[config.mk]
export PLATFORM = sky130hd
export DESIGN_NAME = script_token_lexer_unit
export DESIGN_NICKNAME = d
export VERILOG_FILES = /design/src/stlx_pkg.sv /design/src/stlx_front.sv /design/src/stlx_queue.sv /design/src/stlx_back.sv /design/src/script_token_lexer_unit.sv
export VERILOG_INCLUDE_DIRS = /design/src /design/src/src
export SDC_FILE = /design/constraint.sdc
export NUM_CORES = 1
export LEC_CHECK = 0
export ABC_AREA = 1
export CORE_MARGIN = 2
export CORE_UTILIZATION = 50
export CTS_CLUSTER_DIAMETER = 50
export DETAILED_ROUTE_END_ITERATION = 8
export DONT_BUFFER_PORTS = 1
export HOLD_SLACK_MARGIN = 0.12
export PLACE_DENSITY = 0.74
export SETUP_SLACK_MARGIN = 0.4
export SLEW_MARGIN = 20
export SYNTH_ARGS = -nofsm -noshare
export SYNTH_HDL_FRONTEND = slang
export SYNTH_SLANG_ARGS = --single-unit
[constraint.sdc]
create_clock -name aclk -period 7.2 [get_ports aclk]
set_input_delay 0.36 -clock aclk [delete_from_list [all_inputs] [get_ports aclk]]
set_output_delay 0.36 -clock aclk [all_outputs]
set_load 0.02 [all_outputs]
[src/script_token_lexer_unit_assert.svh]
// assertion macros shared by the script token lexer modules
`ifndef SCRIPT_TOKEN_LEXER_UNIT_ASSERT_SVH
`define SCRIPT_TOKEN_LEXER_UNIT_ASSERT_SVH

// antecedent implies consequent in the same cycle
`define STLX_ASSERT_IMP(lbl, clk, rstn, ante, cons, msg) \
    lbl: assert property (@(posedge clk) disable iff (!(rstn)) (ante) |-> (cons)) \
        else $error(msg);

// antecedent implies consequent in the next cycle
`define STLX_ASSERT_NXT(lbl, clk, rstn, ante, cons, msg) \
    lbl: assert property (@(posedge clk) disable iff (!(rstn)) (ante) |=> (cons)) \
        else $error(msg);

// condition never holds
`define STLX_ASSERT_NEVER(lbl, clk, rstn, bad, msg) \
    lbl: assert property (@(posedge clk) disable iff (!(rstn)) !(bad)) \
        else $error(msg);

`endif

[src/stlx_pkg.sv]
// shared types and constants of the script token lexer
package stlx_pkg;

    localparam int BYTE_W          = 8;
    localparam int MAX_TOKEN_CHARS = 511;
    localparam int LEN_W           = $clog2(MAX_TOKEN_CHARS + 1);
    localparam int RES_MAX         = 4;
    localparam int RES_CNT_W       = $clog2(RES_MAX + 1);
    localparam int RES_IDX_W       = $clog2(RES_MAX);
    localparam int QUEUE_DEPTH     = 4;

    typedef enum logic [2:0] {
        LEX_IDLE   = 3'd0,
        LEX_IDENT  = 3'd1,
        LEX_STRING = 3'd2,
        LEX_NUMBER = 3'd3,
        LEX_OPER   = 3'd4,
        LEX_SINGLE = 3'd5
    } lex_mode_t;

    typedef enum logic [2:0] {
        KIND_IDENT  = 3'd0,
        KIND_STRING = 3'd1,
        KIND_NUMBER = 3'd2,
        KIND_OPER   = 3'd3,
        KIND_SINGLE = 3'd4
    } token_kind_t;

    typedef struct packed {
        lex_mode_t               mode;
        logic [LEN_W-1:0]        len;
        logic                    esc;
        logic                    comment;
        logic                    slash;
        logic [BYTE_W-1:0]       oper_char;
    } stlx_state_t;

    typedef struct packed {
        logic [BYTE_W-1:0] ch;
        token_kind_t       kind;
        logic              start;
        logic              tend;
    } stlx_result_t;

    typedef struct packed {
        stlx_result_t [RES_MAX-1:0] res;
        logic [RES_CNT_W-1:0]       cnt;
    } stlx_bundle_t;

endpackage

[src/stlx_front.sv]
// front end: lexer state and per-byte classification into result bundles
`include "script_token_lexer_unit_assert.svh"

module stlx_front (
    input  logic                 aclk,
    input  logic                 aresetn,
    input  logic                 s_tvalid,
    output logic                 s_tready,
    input  logic [7:0]           in_char,
    input  logic                 end_of_data,
    input  logic                 q_full,
    output logic                 q_wr,
    output stlx_pkg::stlx_bundle_t q_wr_data
);

    localparam logic [7:0] CH_TAB    = 8'h09;
    localparam logic [7:0] CH_NL     = 8'h0a;
    localparam logic [7:0] CH_CR     = 8'h0d;
    localparam logic [7:0] CH_SPACE  = 8'h20;
    localparam logic [7:0] CH_BANG   = 8'h21;
    localparam logic [7:0] CH_QUOTE  = 8'h22;
    localparam logic [7:0] CH_AMP    = 8'h26;
    localparam logic [7:0] CH_PLUS   = 8'h2b;
    localparam logic [7:0] CH_MINUS  = 8'h2d;
    localparam logic [7:0] CH_DOT    = 8'h2e;
    localparam logic [7:0] CH_SLASH  = 8'h2f;
    localparam logic [7:0] CH_0      = 8'h30;
    localparam logic [7:0] CH_9      = 8'h39;
    localparam logic [7:0] CH_LT     = 8'h3c;
    localparam logic [7:0] CH_EQ     = 8'h3d;
    localparam logic [7:0] CH_GT     = 8'h3e;
    localparam logic [7:0] CH_UP_A   = 8'h41;
    localparam logic [7:0] CH_UP_Z   = 8'h5a;
    localparam logic [7:0] CH_BSLASH = 8'h5c;
    localparam logic [7:0] CH_UNDER  = 8'h5f;
    localparam logic [7:0] CH_LO_A   = 8'h61;
    localparam logic [7:0] CH_LO_Z   = 8'h7a;
    localparam logic [7:0] CH_BAR    = 8'h7c;

    localparam int LEN_W = stlx_pkg::LEN_W;
    localparam int CNT_W = stlx_pkg::RES_CNT_W;
    localparam int IDX_W = stlx_pkg::RES_IDX_W;

    typedef struct packed {
        stlx_pkg::stlx_state_t  st;
        stlx_pkg::stlx_bundle_t bd;
    } work_t;

    function automatic logic is_alpha(logic [7:0] c);
        return (c >= CH_LO_A && c <= CH_LO_Z) || (c >= CH_UP_A && c <= CH_UP_Z);
    endfunction

    function automatic logic is_digit(logic [7:0] c);
        return c >= CH_0 && c <= CH_9;
    endfunction

    function automatic logic is_space(logic [7:0] c);
        return c == CH_SPACE || c == CH_TAB || c == CH_CR || c == CH_NL;
    endfunction

    function automatic logic is_oper(logic [7:0] c);
        return c == CH_EQ || c == CH_LT || c == CH_GT || c == CH_MINUS ||
               c == CH_PLUS || c == CH_BANG || c == CH_AMP || c == CH_BAR;
    endfunction

    function automatic stlx_pkg::token_kind_t kind_of(stlx_pkg::lex_mode_t m);
        stlx_pkg::token_kind_t k;
        case (m)
            stlx_pkg::LEX_IDENT:  k = stlx_pkg::KIND_IDENT;
            stlx_pkg::LEX_STRING: k = stlx_pkg::KIND_STRING;
            stlx_pkg::LEX_NUMBER: k = stlx_pkg::KIND_NUMBER;
            stlx_pkg::LEX_OPER:   k = stlx_pkg::KIND_OPER;
            stlx_pkg::LEX_SINGLE: k = stlx_pkg::KIND_SINGLE;
            default:              k = stlx_pkg::KIND_IDENT;
        endcase
        return k;
    endfunction

    function automatic work_t push_res(work_t w, logic [7:0] c, logic s, logic e);
        work_t r;
        r = w;
        if (w.bd.cnt < CNT_W'(stlx_pkg::RES_MAX)) begin
            r.bd.res[w.bd.cnt[IDX_W-1:0]] = '{ch: c, kind: kind_of(w.st.mode),
                                              start: s, tend: e};
            r.bd.cnt = w.bd.cnt + CNT_W'(1);
        end
        return r;
    endfunction

    // bytes past the length limit are swallowed
    function automatic work_t emit_byte(work_t w, logic [7:0] c);
        work_t r;
        r = w;
        if (w.st.len < LEN_W'(stlx_pkg::MAX_TOKEN_CHARS)) begin
            r = push_res(w, c, w.st.len == '0, 1'b0);
            r.st.len = w.st.len + LEN_W'(1);
        end
        return r;
    endfunction

    function automatic work_t begin_token(work_t w, stlx_pkg::lex_mode_t m, logic [7:0] c);
        work_t r;
        r = w;
        r.st.mode = m;
        r.st.len = '0;
        r = emit_byte(r, c);
        return r;
    endfunction

    function automatic work_t close_token(work_t w);
        work_t r;
        r = w;
        if (w.st.mode != stlx_pkg::LEX_IDLE) begin
            r = push_res(r, 8'h00, 1'b0, 1'b1);
        end
        r.st.mode = stlx_pkg::LEX_IDLE;
        r.st.len = '0;
        r.st.esc = 1'b0;
        return r;
    endfunction

    function automatic work_t feed(work_t w, logic [7:0] c);
        work_t r;
        logic  cont;
        r = w;
        cont = 1'b1;
        case (w.st.mode)
            stlx_pkg::LEX_IDENT: begin
                if (is_alpha(c) || is_digit(c) || c == CH_UNDER) begin
                    r = emit_byte(r, c);
                    cont = 1'b0;
                end else begin
                    r = close_token(r);
                end
            end
            stlx_pkg::LEX_NUMBER: begin
                if (is_digit(c) || c == CH_DOT) begin
                    r = emit_byte(r, c);
                    cont = 1'b0;
                end else begin
                    r = close_token(r);
                end
            end
            stlx_pkg::LEX_STRING: begin
                cont = 1'b0;
                if (w.st.esc) begin
                    r.st.esc = 1'b0;
                    r = emit_byte(r, c);
                end else if (c == CH_BSLASH) begin
                    r.st.esc = 1'b1;
                    r = emit_byte(r, c);
                end else begin
                    r = emit_byte(r, c);
                    if (c == CH_QUOTE) begin
                        r = close_token(r);
                    end
                end
            end
            stlx_pkg::LEX_IDLE: begin
                cont = 1'b1;
            end
            default: begin
                r = close_token(r);
            end
        endcase
        if (cont && !is_space(c)) begin
            if (is_alpha(c)) begin
                r = begin_token(r, stlx_pkg::LEX_IDENT, c);
            end else if (c == CH_QUOTE) begin
                r.st.esc = 1'b0;
                r = begin_token(r, stlx_pkg::LEX_STRING, c);
            end else if (is_digit(c)) begin
                r = begin_token(r, stlx_pkg::LEX_NUMBER, c);
            end else if (is_oper(c)) begin
                r = begin_token(r, stlx_pkg::LEX_OPER, c);
                r.st.oper_char = c;
            end else begin
                r = begin_token(r, stlx_pkg::LEX_SINGLE, c);
            end
        end
        return r;
    endfunction

    function automatic work_t lex_step(stlx_pkg::stlx_state_t st, logic [7:0] c, logic eod);
        work_t      w;
        logic [7:0] f;
        logic       dbl;
        logic       merge;
        w.st = st;
        w.bd = '0;
        f = st.oper_char;
        dbl = f == CH_EQ || f == CH_AMP || f == CH_BAR || f == CH_PLUS || f == CH_MINUS;
        merge = 1'b0;
        if (eod) begin
            w.st.comment = 1'b0;
            if (w.st.slash) begin
                w.st.slash = 1'b0;
                w = feed(w, CH_SLASH);
            end
            w = close_token(w);
            w.st.slash = 1'b0;
        end else if (w.st.comment) begin
            if (c == CH_NL) begin
                w.st.comment = 1'b0;
                w = feed(w, c);
            end
        end else if (w.st.slash) begin
            w.st.slash = 1'b0;
            if (c == CH_SLASH) begin
                w.st.comment = 1'b1;
            end else begin
                w = feed(w, CH_SLASH);
                w = feed(w, c);
            end
        end else begin
            if (w.st.mode == stlx_pkg::LEX_OPER) begin
                merge = dbl ? (c == f) : (c == CH_EQ);
                if (merge) begin
                    w = emit_byte(w, c);
                end
                w = close_token(w);
            end
            if (!merge) begin
                if (c == CH_SLASH) begin
                    w.st.slash = 1'b1;
                end else begin
                    w = feed(w, c);
                end
            end
        end
        return w;
    endfunction

    stlx_pkg::stlx_state_t state_reg;
    stlx_pkg::stlx_state_t state_next;
    work_t                 step;
    logic                  accept;

    assign s_tready  = !q_full;
    assign accept    = s_tvalid && s_tready;
    assign step      = lex_step(state_reg, in_char, end_of_data);
    assign q_wr      = accept && (step.bd.cnt != '0);
    assign q_wr_data = step.bd;

    always_comb begin
        state_next = state_reg;
        if (accept) begin
            state_next = step.st;
        end
    end

    always_ff @(posedge aclk) begin
        if (!aresetn) begin
            state_reg <= '0;
        end else begin
            state_reg <= state_next;
        end
    end

    `STLX_ASSERT_IMP(a_idle_len_zero, aclk, aresetn, state_reg.mode == stlx_pkg::LEX_IDLE, state_reg.len == '0, "idle lexer holds a nonzero token length")
    `STLX_ASSERT_NEVER(a_hold_exclusive, aclk, aresetn, state_reg.slash && (state_reg.comment || state_reg.mode == stlx_pkg::LEX_OPER), "held slash overlaps comment or operator")

endmodule

[src/stlx_queue.sv]
// short bundle queue between front and back end
`include "script_token_lexer_unit_assert.svh"

module stlx_queue (
    input  logic                   aclk,
    input  logic                   aresetn,
    input  logic                   wr_en,
    input  stlx_pkg::stlx_bundle_t wr_data,
    output logic                   full,
    input  logic                   rd_en,
    output logic                   rd_valid,
    output stlx_pkg::stlx_bundle_t rd_data
);

    localparam int DEPTH = stlx_pkg::QUEUE_DEPTH;
    localparam int PTR_W = (DEPTH > 1) ? $clog2(DEPTH) : 1;
    localparam int QC_W  = $clog2(DEPTH + 1);

    stlx_pkg::stlx_bundle_t mem_reg [DEPTH];
    logic [PTR_W-1:0]       wr_ptr_reg;
    logic [PTR_W-1:0]       wr_ptr_next;
    logic [PTR_W-1:0]       rd_ptr_reg;
    logic [PTR_W-1:0]       rd_ptr_next;
    logic [QC_W-1:0]        count_reg;
    logic [QC_W-1:0]        count_next;

    function automatic logic [PTR_W-1:0] ptr_inc(logic [PTR_W-1:0] p);
        return (p == PTR_W'(DEPTH - 1)) ? '0 : p + PTR_W'(1);
    endfunction

    assign full     = count_reg == QC_W'(DEPTH);
    assign rd_valid = count_reg != '0;
    assign rd_data  = mem_reg[rd_ptr_reg];

    always_comb begin
        wr_ptr_next = wr_en ? ptr_inc(wr_ptr_reg) : wr_ptr_reg;
        rd_ptr_next = rd_en ? ptr_inc(rd_ptr_reg) : rd_ptr_reg;
        count_next  = count_reg;
        if (wr_en && !rd_en) begin
            count_next = count_reg + QC_W'(1);
        end else if (rd_en && !wr_en) begin
            count_next = count_reg - QC_W'(1);
        end
    end

    always_ff @(posedge aclk) begin
        if (!aresetn) begin
            wr_ptr_reg <= '0;
            rd_ptr_reg <= '0;
            count_reg  <= '0;
        end else begin
            wr_ptr_reg <= wr_ptr_next;
            rd_ptr_reg <= rd_ptr_next;
            count_reg  <= count_next;
        end
    end

    always_ff @(posedge aclk) begin
        if (wr_en) begin
            mem_reg[wr_ptr_reg] <= wr_data;
        end
    end

    `STLX_ASSERT_NXT(a_fill_grows, aclk, aresetn, wr_en && !rd_en, count_reg == $past(count_reg) + QC_W'(1), "queue fill did not grow on write")

endmodule

[src/stlx_back.sv]
// back end: plays out a bundle one result per cycle while m_tready is high, on the output register
`include "script_token_lexer_unit_assert.svh"

module stlx_back (
    input  logic                   aclk,
    input  logic                   aresetn,
    input  logic                   q_valid,
    input  stlx_pkg::stlx_bundle_t q_data,
    output logic                   q_rd,
    output logic                   m_tvalid,
    input  logic                   m_tready,
    output stlx_pkg::stlx_result_t m_res
);

    localparam int CNT_W = stlx_pkg::RES_CNT_W;
    localparam int IDX_W = stlx_pkg::RES_IDX_W;

    stlx_pkg::stlx_bundle_t bundle_reg;
    stlx_pkg::stlx_bundle_t bundle_next;
    logic [IDX_W-1:0]       idx_reg;
    logic [IDX_W-1:0]       idx_next;
    logic                   valid_reg;
    logic                   valid_next;
    logic                   take;
    logic                   last;

    assign take     = valid_reg && m_tready;
    assign last     = (CNT_W'(idx_reg) + CNT_W'(1)) == bundle_reg.cnt;
    assign q_rd     = q_valid && (!valid_reg || (take && last));
    assign m_tvalid = valid_reg;
    assign m_res    = bundle_reg.res[idx_reg];

    always_comb begin
        bundle_next = bundle_reg;
        idx_next    = idx_reg;
        valid_next  = valid_reg;
        if (q_rd) begin
            bundle_next = q_data;
            idx_next    = '0;
            valid_next  = 1'b1;
        end else if (take) begin
            if (last) begin
                valid_next = 1'b0;
            end else begin
                idx_next = idx_reg + IDX_W'(1);
            end
        end
    end

    always_ff @(posedge aclk) begin
        if (!aresetn) begin
            idx_reg   <= '0;
            valid_reg <= 1'b0;
        end else begin
            idx_reg   <= idx_next;
            valid_reg <= valid_next;
        end
    end

    always_ff @(posedge aclk) begin
        bundle_reg <= bundle_next;
    end

    `STLX_ASSERT_IMP(a_idx_in_bundle, aclk, aresetn, valid_reg, CNT_W'(idx_reg) < bundle_reg.cnt, "result index past bundle count")
    `STLX_ASSERT_IMP(a_end_marker_empty, aclk, aresetn, valid_reg && m_res.tend, (m_res.ch == '0) && !m_res.start, "end marker carries a byte or start flag")

endmodule

[src/script_token_lexer_unit.sv]
// top level of the streaming script token lexer
//
//  channel   | dir | tdata              | tuser
//  ----------+-----+--------------------+--------------------------------------
//  s_ (text) | in  | [7:0] in_char      | [0] end_of_data
//  m_ (tok)  | out | [7:0] out_char     | [2:0] token_kind [3] token_start
//            |     |                    | [4] token_end
//
// one text byte is taken per cycle while the four-entry bundle queue has room
// each byte yields zero to four result transactions, sent one per cycle while
// m_tready is high
// a byte's bundle enters the queue on acceptance, then the back end's output register
// aresetn (synchronous, active low) clears the lexer mode, holds, queue and
// output valid; m_tready low stalls only the back end until the queue fills
module script_token_lexer_unit (
    input  logic       aclk,
    input  logic       aresetn,
    input  logic       s_tvalid,
    output logic       s_tready,
    input  logic [7:0] s_tdata,   // [7:0] in_char
    input  logic       s_tuser,   // [0] end_of_data
    output logic       m_tvalid,
    input  logic       m_tready,
    output logic [7:0] m_tdata,   // [7:0] out_char
    output logic [4:0] m_tuser    // [2:0] token_kind, [3] token_start, [4] token_end
);

    // front to queue
    logic                   q_wr;
    stlx_pkg::stlx_bundle_t q_wr_data;
    logic                   q_full;

    // queue to back
    logic                   q_rd;
    logic                   q_valid;
    stlx_pkg::stlx_bundle_t q_rd_data;

    stlx_pkg::stlx_result_t m_res;

    // lexer state and classification, one byte per accepted transaction
    stlx_front u_front (
        .aclk        (aclk),
        .aresetn     (aresetn),
        .s_tvalid    (s_tvalid),
        .s_tready    (s_tready),
        .in_char     (s_tdata),
        .end_of_data (s_tuser),
        .q_full      (q_full),
        .q_wr        (q_wr),
        .q_wr_data   (q_wr_data)
    );

    // decouples byte intake from result playout
    stlx_queue u_queue (
        .aclk     (aclk),
        .aresetn  (aresetn),
        .wr_en    (q_wr),
        .wr_data  (q_wr_data),
        .full     (q_full),
        .rd_en    (q_rd),
        .rd_valid (q_valid),
        .rd_data  (q_rd_data)
    );

    // serializes each bundle onto the result channel
    stlx_back u_back (
        .aclk     (aclk),
        .aresetn  (aresetn),
        .q_valid  (q_valid),
        .q_data   (q_rd_data),
        .q_rd     (q_rd),
        .m_tvalid (m_tvalid),
        .m_tready (m_tready),
        .m_res    (m_res)
    );

    // result fields onto the stream buses
    assign m_tdata = m_res.ch;
    assign m_tuser = {m_res.tend, m_res.start, m_res.kind};

endmodule
==> results of run 1 <==
==> per-stage QoR <==
stage	area (um2)	util	total power, mW	hold WS [ps]
floorplan	16980	-	3.518	451.7
global placement	17360	0.5189	3.924	466.5
detailed placement	17360	0.5189	3.962	474.1
CTS	18460	0.5519	5.588	121.2
global route	18460	0.5519	5.843	135.4
finish	18460	0.5519	5.578	143.0
==> cell usage in the layout (no fill, tap or decap), types with 5 or more instances in the layout <==
master and count:
clkinv_2 6, clkbuf_1 7, buf_4 19, a21oi_1 105, inv_1 169, o31ai_1 11
a31oi_1 6, o21ai_0 264, ha_1 46, nand3_1 93, xor2_1 13, clkbuf_16 34
dlygate4sd3_1 5, inv_2 12, o22ai_1 72, nor2_2 9, nor2_1 256, edfxtp_1 275
o211ai_1 9, nor2_4 11, nand2_1 314, nand2_2 15, o221ai_1 13, dfxtp_1 31
a22oi_1 11, nand4_1 20, nor3_1 37
==> how the worst max path moves through the flow <==
stage,start,endpoint,slack [ps],cells after the start
floorplan,s_tdata[5],u_queue.mem_reg[0][0],600,37
global placement,u_front.state_reg[16],u_queue.mem_reg[2][1],1570,35
detailed placement,u_front.state_reg[16],u_queue.mem_reg[2][45],1320,35
CTS,u_front.state_reg[16],u_queue.mem_reg[2][43],1290,35
global route,u_front.state_reg[16],u_queue.mem_reg[2][45],720,35
finish,u_front.state_reg[16],u_queue.mem_reg[2][22],1210,35
==> metal layers <==
| layer | up-vias | share of wire | GRT usage |
|---|---|---|---|
| li1 | 6738 | - | - |
| met3 | 178 | 0.081 | 0.04451 |
| met2 | 738 | 0.47 | 0.4841 |
| met4 | 0 | 0.047 | 0.1296 |
| met5 | - | 0 | 0 |
| met1 | 6873 | 0.40 | 0.3651 |
==> power by group <==
part	total, mW	switching (mW)	leakage [nW]	internal (mW)
combinational	1.45	1.08	3.63	0.378
clock	1.63	0.686	0.519	0.947
sequential	2.49	0.137	2.91	2.35
total	5.58	1.90	7.05	3.68
==> tightest hold or removal path, cell delays in order <==
cell,delay [ps]
nor2_1,70
nand3_1,100
a21oi_1,60
==> logic make-up after synthesis <==
family	after synthesis	share of synthesized area
DFF	308	0.5253
other	1	0.0002209
buffers and inverters	273	0.06345
xor gates and xnor gates	17	0.008769
AOI/OAI and AO/OA	522	0.1735
adders and majority gates	47	0.03508
and+or+nand+nor	772	0.1937
==> area by class of cell <==
type	instances	area [um2]
repair buffers	25	212.7
multi-input cells	1359	7023
inverters	183	686.9
flip-flops and latches	308	8924
clock buffers	44	918.4
well taps	448	560.5
clock inverters	15	133.9
fillers	2970	14990
==> results.md, run 1 <==
- I/O pin count: 28
- Cts repair resizes: 0
- Final wirelength: 51.69 mm
- Pins Over Slew Limit: 0
- Worst-Skew Late Latency: 520 ps
- Crit. End Element: flip-flop
- Yosys top cell area share: 0.4864
- Cell area power density: 302.2 nW/um2
- Avg Cell Area, Syn: 8.752 um2
- RSZ-0062 raised after global routing: false
- FF-to-FF End: u_queue.mem_reg[2][22]
- Post-synth cell types: 58
- Reg2reg path depth: 35
- Starting DRC count in detailed routing: 1,747
- Static leakage: 7.052 nW
- Area grow syn2layout: 8.718%
- Final cycle utilization of the critical path: 0.8323
- CP bufs+invs: 10
- Top delay family on crit path: simple AND/OR/NAND/NOR gates
- Vias in the first global route: 13,770
- GPL Wtd Cong: 0.9986
- Min-Delay Path Class: in2reg
- Tmin final: 5993 ps
- Ys async rst share: 0
- Share of layout cells above drive strength 1: 0.06877
- Crit path launch type: flip-flop
- Post-CTS Hold Buffers: 5
- Final non-filler cell total: 2,382
- Flops & latches, synth: 308
- # DRC: 0
- Most common cell in the netlist: nand2_1
- DRT antenna net count: 0
- Post-CTS Setup Bufs: 0
- Grt ovf: 0
- CP arrival: 6170 ps
- R2r startpoint: u_front.state_reg[16]
- Cts bufs inserted: 34
- CTS sink cnt: 308
- Starting Density: 0.5076
- First-pass GRT wire length: 78.90 mm
- Clock slew at reported path FFs: 50 ps
- Nets: 1,971
- Tot GR Track Use: 0.2868
- Hold endpoint: u_front.state_reg[6]
- Core area: 33,450 um2
- Status: complete, no violations
- Hold path depth: 3
- WL/cell: 21.70 um
- Delay of the slowest cell on the worst path: 570 ps
- Worst Hold Launch: s_tuser
- Maximum clock insertion buffer count: 3
- Top_reg_cell synth: edfxtp_1
- Mapped Nets: 2,000
- Post-Place Worst Slack: 1316 ps
- Reg-to-reg setup timing slack: 1210 ps
- Vias per inst: 6.099
- Type of the worst setup path: reg2reg
- Die height: 188.3 um
- Die area: 35,450 um2
- Synthesized netlist cell count: 1,940
- Top cells by area, synth: edfxtp_1 49%, o21ai_0 7.8%, nand2_1 6.9%
- Relative slew slack: 0.1760
- Final setup margin: 1207 ps
- Setup TNS: 0 ps
- Ys Warns: 0
- Post-Syn Area: 16,980 um2
- FP Rows: 67
- Post-synthesis sequential area ratio: 0.5253
- Final Hold Viols: 0
- Worst Skew: 34.93 ps
- Fmax achieved: 0.1669 GHz
- Port Buffers: 0
- Pin count of the biggest net entering global routing: 112
- Number of flops mapped to enable cells by yosys: 275
- Ant. Diodes: 0
- Worst vdd ir: 465.5 uV
- Initial antenna violation count: 0
- Die X: 188.3 um
- Synth top cells by count: 314 x nand2_1, 275 x edfxtp_1, 264 x o21ai_0
- Final setup viols: 0
- H-tree depth: 2
- Synth area leader: edfxtp_1
- Max FO, Critical Path: 35
- Post-Place Cells: 2,318
- Number of flip-flops in the largest register: 220
- Worst slew pin tran: 1225 ps
- Drt pass-1 iters: 6
- DR vias: 14,530
- Post-DP HPWL: 36.20 mm
- Most numerous cell on the critical path: nand2_1
- Clock Tree Root: clkbuf_16
- Max_cap viols: 0
- Slowest cell on crit path: nor2_4
- Required @ worst endpoint: 7380 ps
- CTS tree: built
Power figures use the tool's default switching activity.
==> run 2: changes to the inputs <==
- PLACE_DENSITY: 0.74 -> 0.77
- clock period: 7.2 -> 5.3 ns (I/O delays scaled with it)
==> run 2 against run 1 <==
Against the previous run:
- critical path depth rose by 7
- clock skew fell by 19 ps
- power rose by 40%
- first-iteration DRC count rose by 4.2%
- sequential power rose by 36%
- core utilization rose by 2.1 points
- register-to-register slack got worse by 600 ps
==> results.md, run 2 (synthesis gave the netlist of run 1 again) <==
- DR vias: 14,850
- Starting DRC count in detailed routing: 1,821
- Clock Tree Root: clkbuf_16
- Relative slew slack: 0.1985
- Register area: 8947 um2
- CTS tree: built
- Maximum clock insertion buffer count: 3
- Grt ovf: 0
- Fmax achieved: 0.2131 GHz
- RSZ-0062 raised after global routing: true
- Tot GR Track Use: 0.2951
- Most numerous cell on the critical path: nand2_2
- Static leakage: 7.336 nW
- Core area: 33,450 um2
- Max FO, Critical Path: 4
- Min-Delay Path Class: in2reg
- Delay of the slowest cell on the worst path: 380 ps
- CP arrival: 5100 ps
- Pins Over Slew Limit: 0
- Final cycle utilization of the critical path: 0.8854
- Clock slew at reported path FFs: 60 ps
- Final wirelength: 53.21 mm
- Area of the multi-input gates: 7203 um2
- Top Usage Layer GRT: met2
- GR Layer Usage met3: 0.03949
- Post-Place Cells: 2,347
- Pin count of the biggest net entering global routing: 65
- Most common cell after layout, fill and taps aside: nand2_1
- Type of the worst setup path: reg2reg
- # fillers: 2,865
- First-pass GRT wire length: 80.73 mm
- Worst vdd ir: 337.0 uV
- GR Util met1: 0.3911
- Initial antenna violation count: 0
- Cts bufs inserted: 35
- FP Rows: 67
- Final non-filler cell total: 2,429
- Nets: 2,015
- Starting Density: 0.5076
- Post-DP HPWL: 36.50 mm
- Required @ worst endpoint: 5710 ps
- Vias per inst: 6.114
- Crit. End Element: flip-flop
- Hold path depth: 2
- Crit path launch type: flip-flop
- Die X: 188.3 um
- Cell area power density: 408.5 nW/um2
- # DRC: 0
- Port Buffers: 0
- Slowest cell on crit path: fa_2
- Number of flip-flops in the largest register: 220
- Tmin final: 4693 ps
- Vias in the first global route: 13,890
- H-tree depth: 2
- Ant. Diodes: 0
- Die height: 188.3 um
- I/O pin count: 28
- Final setup viols: 0
- Max_cap viols: 0
- Worst slew pin tran: 1187 ps
- Worst hold slack: 152.7 ps
- GPL Wtd Cong: 1.017
- WL/cell: 21.90 um
- Share of layout cells above drive strength 1: 0.1151
- CTS sink cnt: 308
- Drt pass-1 iters: 6
- Final Hold Viols: 0
- Worst Skew: 16.11 ps
- Area grow syn2layout: 12.78%
- Die area: 35,450 um2
- Setup TNS: 0 ps
- Worst-Skew Late Latency: 530 ps
- DRT antenna net count: 0
- Status: complete, no violations
- Most frequent cells in the layout: 300 x nand2_1, 275 x edfxtp_1, 262 x o21ai_0
- Reg2reg path depth: 42
- GRT met2 Usage: 0.4851
-- run 2: cell count changes in the layout (fill, tap and decap cells not counted), sizes merged --
cell         delta
dlygate4sd3     +5
bufinv          +1
buf            +38
clkinv          +3
-- run 2: through the flow --
step | total power [mW] | worst slack (ps) | utilization | area [um2]
6_report | 7.822 | 607.3 | 0.5725 | 19150
2_1_floorplan | 4.775 | 421.6 | - | 17030
3_5_place_dp | 5.439 | 211.0 | 0.5273 | 17640
4_1_cts | 7.815 | 407.4 | 0.5654 | 18910
5_1_grt | 8.186 | 302.1 | 0.5725 | 19150
3_3_place_gp | 5.360 | 251.1 | 0.5273 | 17640
-- run 2: metal layers --
metal | wire length, um | part of all wire
met1 | 20710 | 0.39
met2 | 25120 | 0.47
met3 | 4647 | 0.087
met4 | 2727 | 0.051
met5 | 0 | 0
-- run 2: area by class of cell --
type	instances	area share
Inverter	183	0.03620
Timing Repair Buffer	68	0.03208
Tap cell	448	0.02927
Sequential cell	308	0.4673
Multi-Input combinational cell	1359	0.3762
Clock buffer	44	0.04861
Clock inverter	19	0.01039
-- run 2: path summary, 6_finish.rpt --
| kind | from | end | slack (ps) |
|---|---|---|---|
| setup / recovery | u_front.state_reg[0] | u_queue.count_reg[2] | 610 |
| hold / removal | s_tdata[7] | u_queue.mem_reg[3][28] | 150 |
| setup reg to reg | u_front.state_reg[0] | u_queue.count_reg[2] | 610 |
| hold reg to reg | u_front.state_reg[1] | u_front.state_reg[1] | 490 |
-- run 2: power by group --
part	internal, mW	switching (mW)	total [mW]	leakage, nW
sequential	3.20	0.189	3.39	2.91
combinational	0.558	1.53	2.09	3.88
clock	1.37	0.981	2.35	0.547
-- run 2: what timing repair did --
item	in CTS	in global routing
hold buffers	11	0
endpoints found under the setup margin	48	249
resized for setup	8	59
gates cloned	0	0
setup buffers	2	6
hold endpoints to repair	126	0
pin swaps	2	19
-- run 2: worst max-delay path: cells and delay by family, from the launching register on --
family / cells / cell delay [ps]
AOI/OAI and AO/OA: 5 / 720
adders and majority gates: 6 / 1470
buffers and inverters: 9 / 490
DFF: 1 / 360
and+or+nand+nor: 22 / 1540
==> run 3: changes to the inputs <==
==> constraint.sdc (replaced) <==
create_clock -name aclk -period 5.3 [get_ports aclk]
set_input_delay 0.53 -clock aclk [delete_from_list [all_inputs] [get_ports aclk]]
set_output_delay 0.53 -clock aclk [all_outputs]
set_load 0.02 [all_outputs]
==> run 3 against run 2 <==
Against the previous run:
- die area stayed put
- sequential share of layout area barely moved
- register-to-register slack got worse by 30 ps
- critical path type unchanged
- largest cell class unchanged
- largest power group unchanged
- highest routed layer unchanged
==> results.md, run 3 (synthesis gave the netlist of run 1 again) <==
- Design Power: 7.659 mW
- Type of the worst setup path: reg2reg
- Share of layout cells above drive strength 1: 0.1224
- Worst slew pin tran: 1004 ps
- I/O pin count: 28
- H-tree depth: 2
- Most numerous cell on the critical path: nand2_2
- Slowest cell on crit path: fa_2
- Post-Place Cells: 2,373
- FP Rows: 67
- CTS tree: built
- Vias in the first global route: 14,160
- Min-Delay Path Class: in2reg
- Clock slew at reported path FFs: 50 ps
- Cell area power density: 400.1 nW/um2
- DRT antenna net count: 0
- Max FO, Critical Path: 5
- Net Sw Frac: 0.3437
- Pin count of the biggest net entering global routing: 77
- Met2 WL: 26.50 mm
- Most common cell after layout, fill and taps aside: nand2_1
- Clock Tree Root: clkbuf_16
- Design Area, Final: 19,140 um2
- GPL Wtd Cong: 0.9776
- Crit path launch type: flip-flop
- Drt pass-1 iters: 7
- P_int: 5.026 mW
- Worst-Skew Late Latency: 530 ps
- Delay of the slowest cell on the worst path: 380 ps
- Initial antenna violation count: 0
- # DRC: 0
- Nets: 2,030
- Number of flip-flops in the largest register: 220
- DR WL met3: 4.158 mm
- Fmax achieved: 0.2119 GHz
- Pins Over Slew Limit: 0
- Clock power share: 0.286
- Area grow syn2layout: 12.73%
- Cts bufs inserted: 34
- RSZ-0062 raised after global routing: true
- Die area: 35,450 um2
- Port Buffers: 0
- Maximum clock insertion buffer count: 3
- Core Util, Final: 0.5722
- Static leakage: 7.388 nW
- Max_cap viols: 0
- Die X: 188.3 um
- Relative slew slack: 0.3220
- Required @ worst endpoint: 5720 ps
- CTS sink cnt: 308
- Post-DP HPWL: 38.27 mm
- Ant. Diodes: 0
- Status: complete, no violations
- Die height: 188.3 um
- Most frequent cells in the layout: 302 x nand2_1, 275 x edfxtp_1, 260 x o21ai_0
- DR top layer: met4
- DR vias: 14,850
- Placed cell area: 17,880 um2
- Gate power share: 0.272
- Starting Density: 0.5076
- Reg-to-reg setup timing slack: 580 ps
- Final Hold Viols: 0
- Final setup viols: 0
- Final wirelength: 54.26 mm
- First-pass GRT wire length: 82.61 mm
- Vias per inst: 6.080
- WL/cell: 22.22 um
- CP arrival: 5140 ps
- NetSw: 2.633 mW
- Grt ovf: 0
- Tot GR Track Use: 0.3038
- Core area: 33,450 um2
- Tmin final: 4720 ps
- Worst Skew: 27.02 ps
- Crit. End Element: flip-flop
- Starting DRC count in detailed routing: 1,673
- Seq pwr share: 0.442
- WL met1: 20.76 mm
- Final non-filler cell total: 2,442
- Final cycle utilization of the critical path: 0.8906
- Worst vdd ir: 268.9 uV
- Setup TNS: 0 ps
==> run 3: cell count changes in the layout (fill, tap and decap cells not counted), sizes merged <==
cell         change
dlygate4sd3      -9
bufinv           -2
clkbuf           +3
inv              -3
buf             +25
clkinv           -1
==> run 3: path summary, 6_finish.rpt <==
path | start | endpoint | cells after the start
worst max-delay path | u_front.state_reg[0] | u_queue.count_reg[2] | 42
worst max register to register | u_front.state_reg[0] | u_queue.count_reg[2] | 42
worst min register to register | u_front.state_reg[1] | u_front.state_reg[1] | 2
worst min-delay path | aresetn | u_front.state_reg[12] | 2
==> run 3: critical path, delay by kind of cell (launching register included) <==
family	cells	cell delay [ps]
simple gates	22	1610
fa+ha+maj	6	1420
compound gates	5	690
buf+inv	9	530
flops	1	360
==> run 3: what timing repair did <==
item | CTS | global route
hold buffers | 1 | 0
gates cloned | 0 | 0
pin swaps | 0 | 17
setup buffers | 2 | 6
resized for setup | 1 | 53
setup endpoints to repair | 1 | 303
endpoints found under the hold margin | 3 | 0
==> run 3: power groups by stage <==
| stage | logic (mW) | registers (mW) | clock network [mW] |
|---|---|---|---|
| 5_1_grt | 2.29 | 3.42 | 2.30 |
| 2_1_floorplan | 1.45 | 3.33 | 0 |
| 4_1_cts | 2.05 | 3.38 | 2.22 |
| 3_3_place_gp | 1.97 | 3.41 | 0 |
| 3_5_place_dp | 2.03 | 3.42 | 0 |
| 6_report | 2.08 | 3.38 | 2.19 |
==> run 3: metal layers <==
metal | up-vias | global-route usage
met1 | 7111 | 0.3852
met3 | 160 | 0.03651
met4 | 0 | 0.1569
li1 | 6857 | -
met5 | - | 0
met2 | 719 | 0.5136
==> run 3: area by class of cell <==
cell class              instances  area (um2)
inverters                     183       701.9
well taps                     448       560.5
fillers                      2882       14310
flip-flops and latches        308        8944
clock buffers                  47       950.9
repair buffers                 84       699.4
clock inverters                13       96.34
multi-input cells            1359        7187
==> run 3: through the flow <==
step / worst slack [ps] / hold slack [ps]
3_3_place_gp: 246.8 / 479.3
3_5_place_dp: 289.9 / 482.8
2_1_floorplan: 387.3 / 451.7
5_1_grt: 305.8 / 131.2
4_1_cts: 403.1 / 120.2
6_report: 580.0 / 137.8
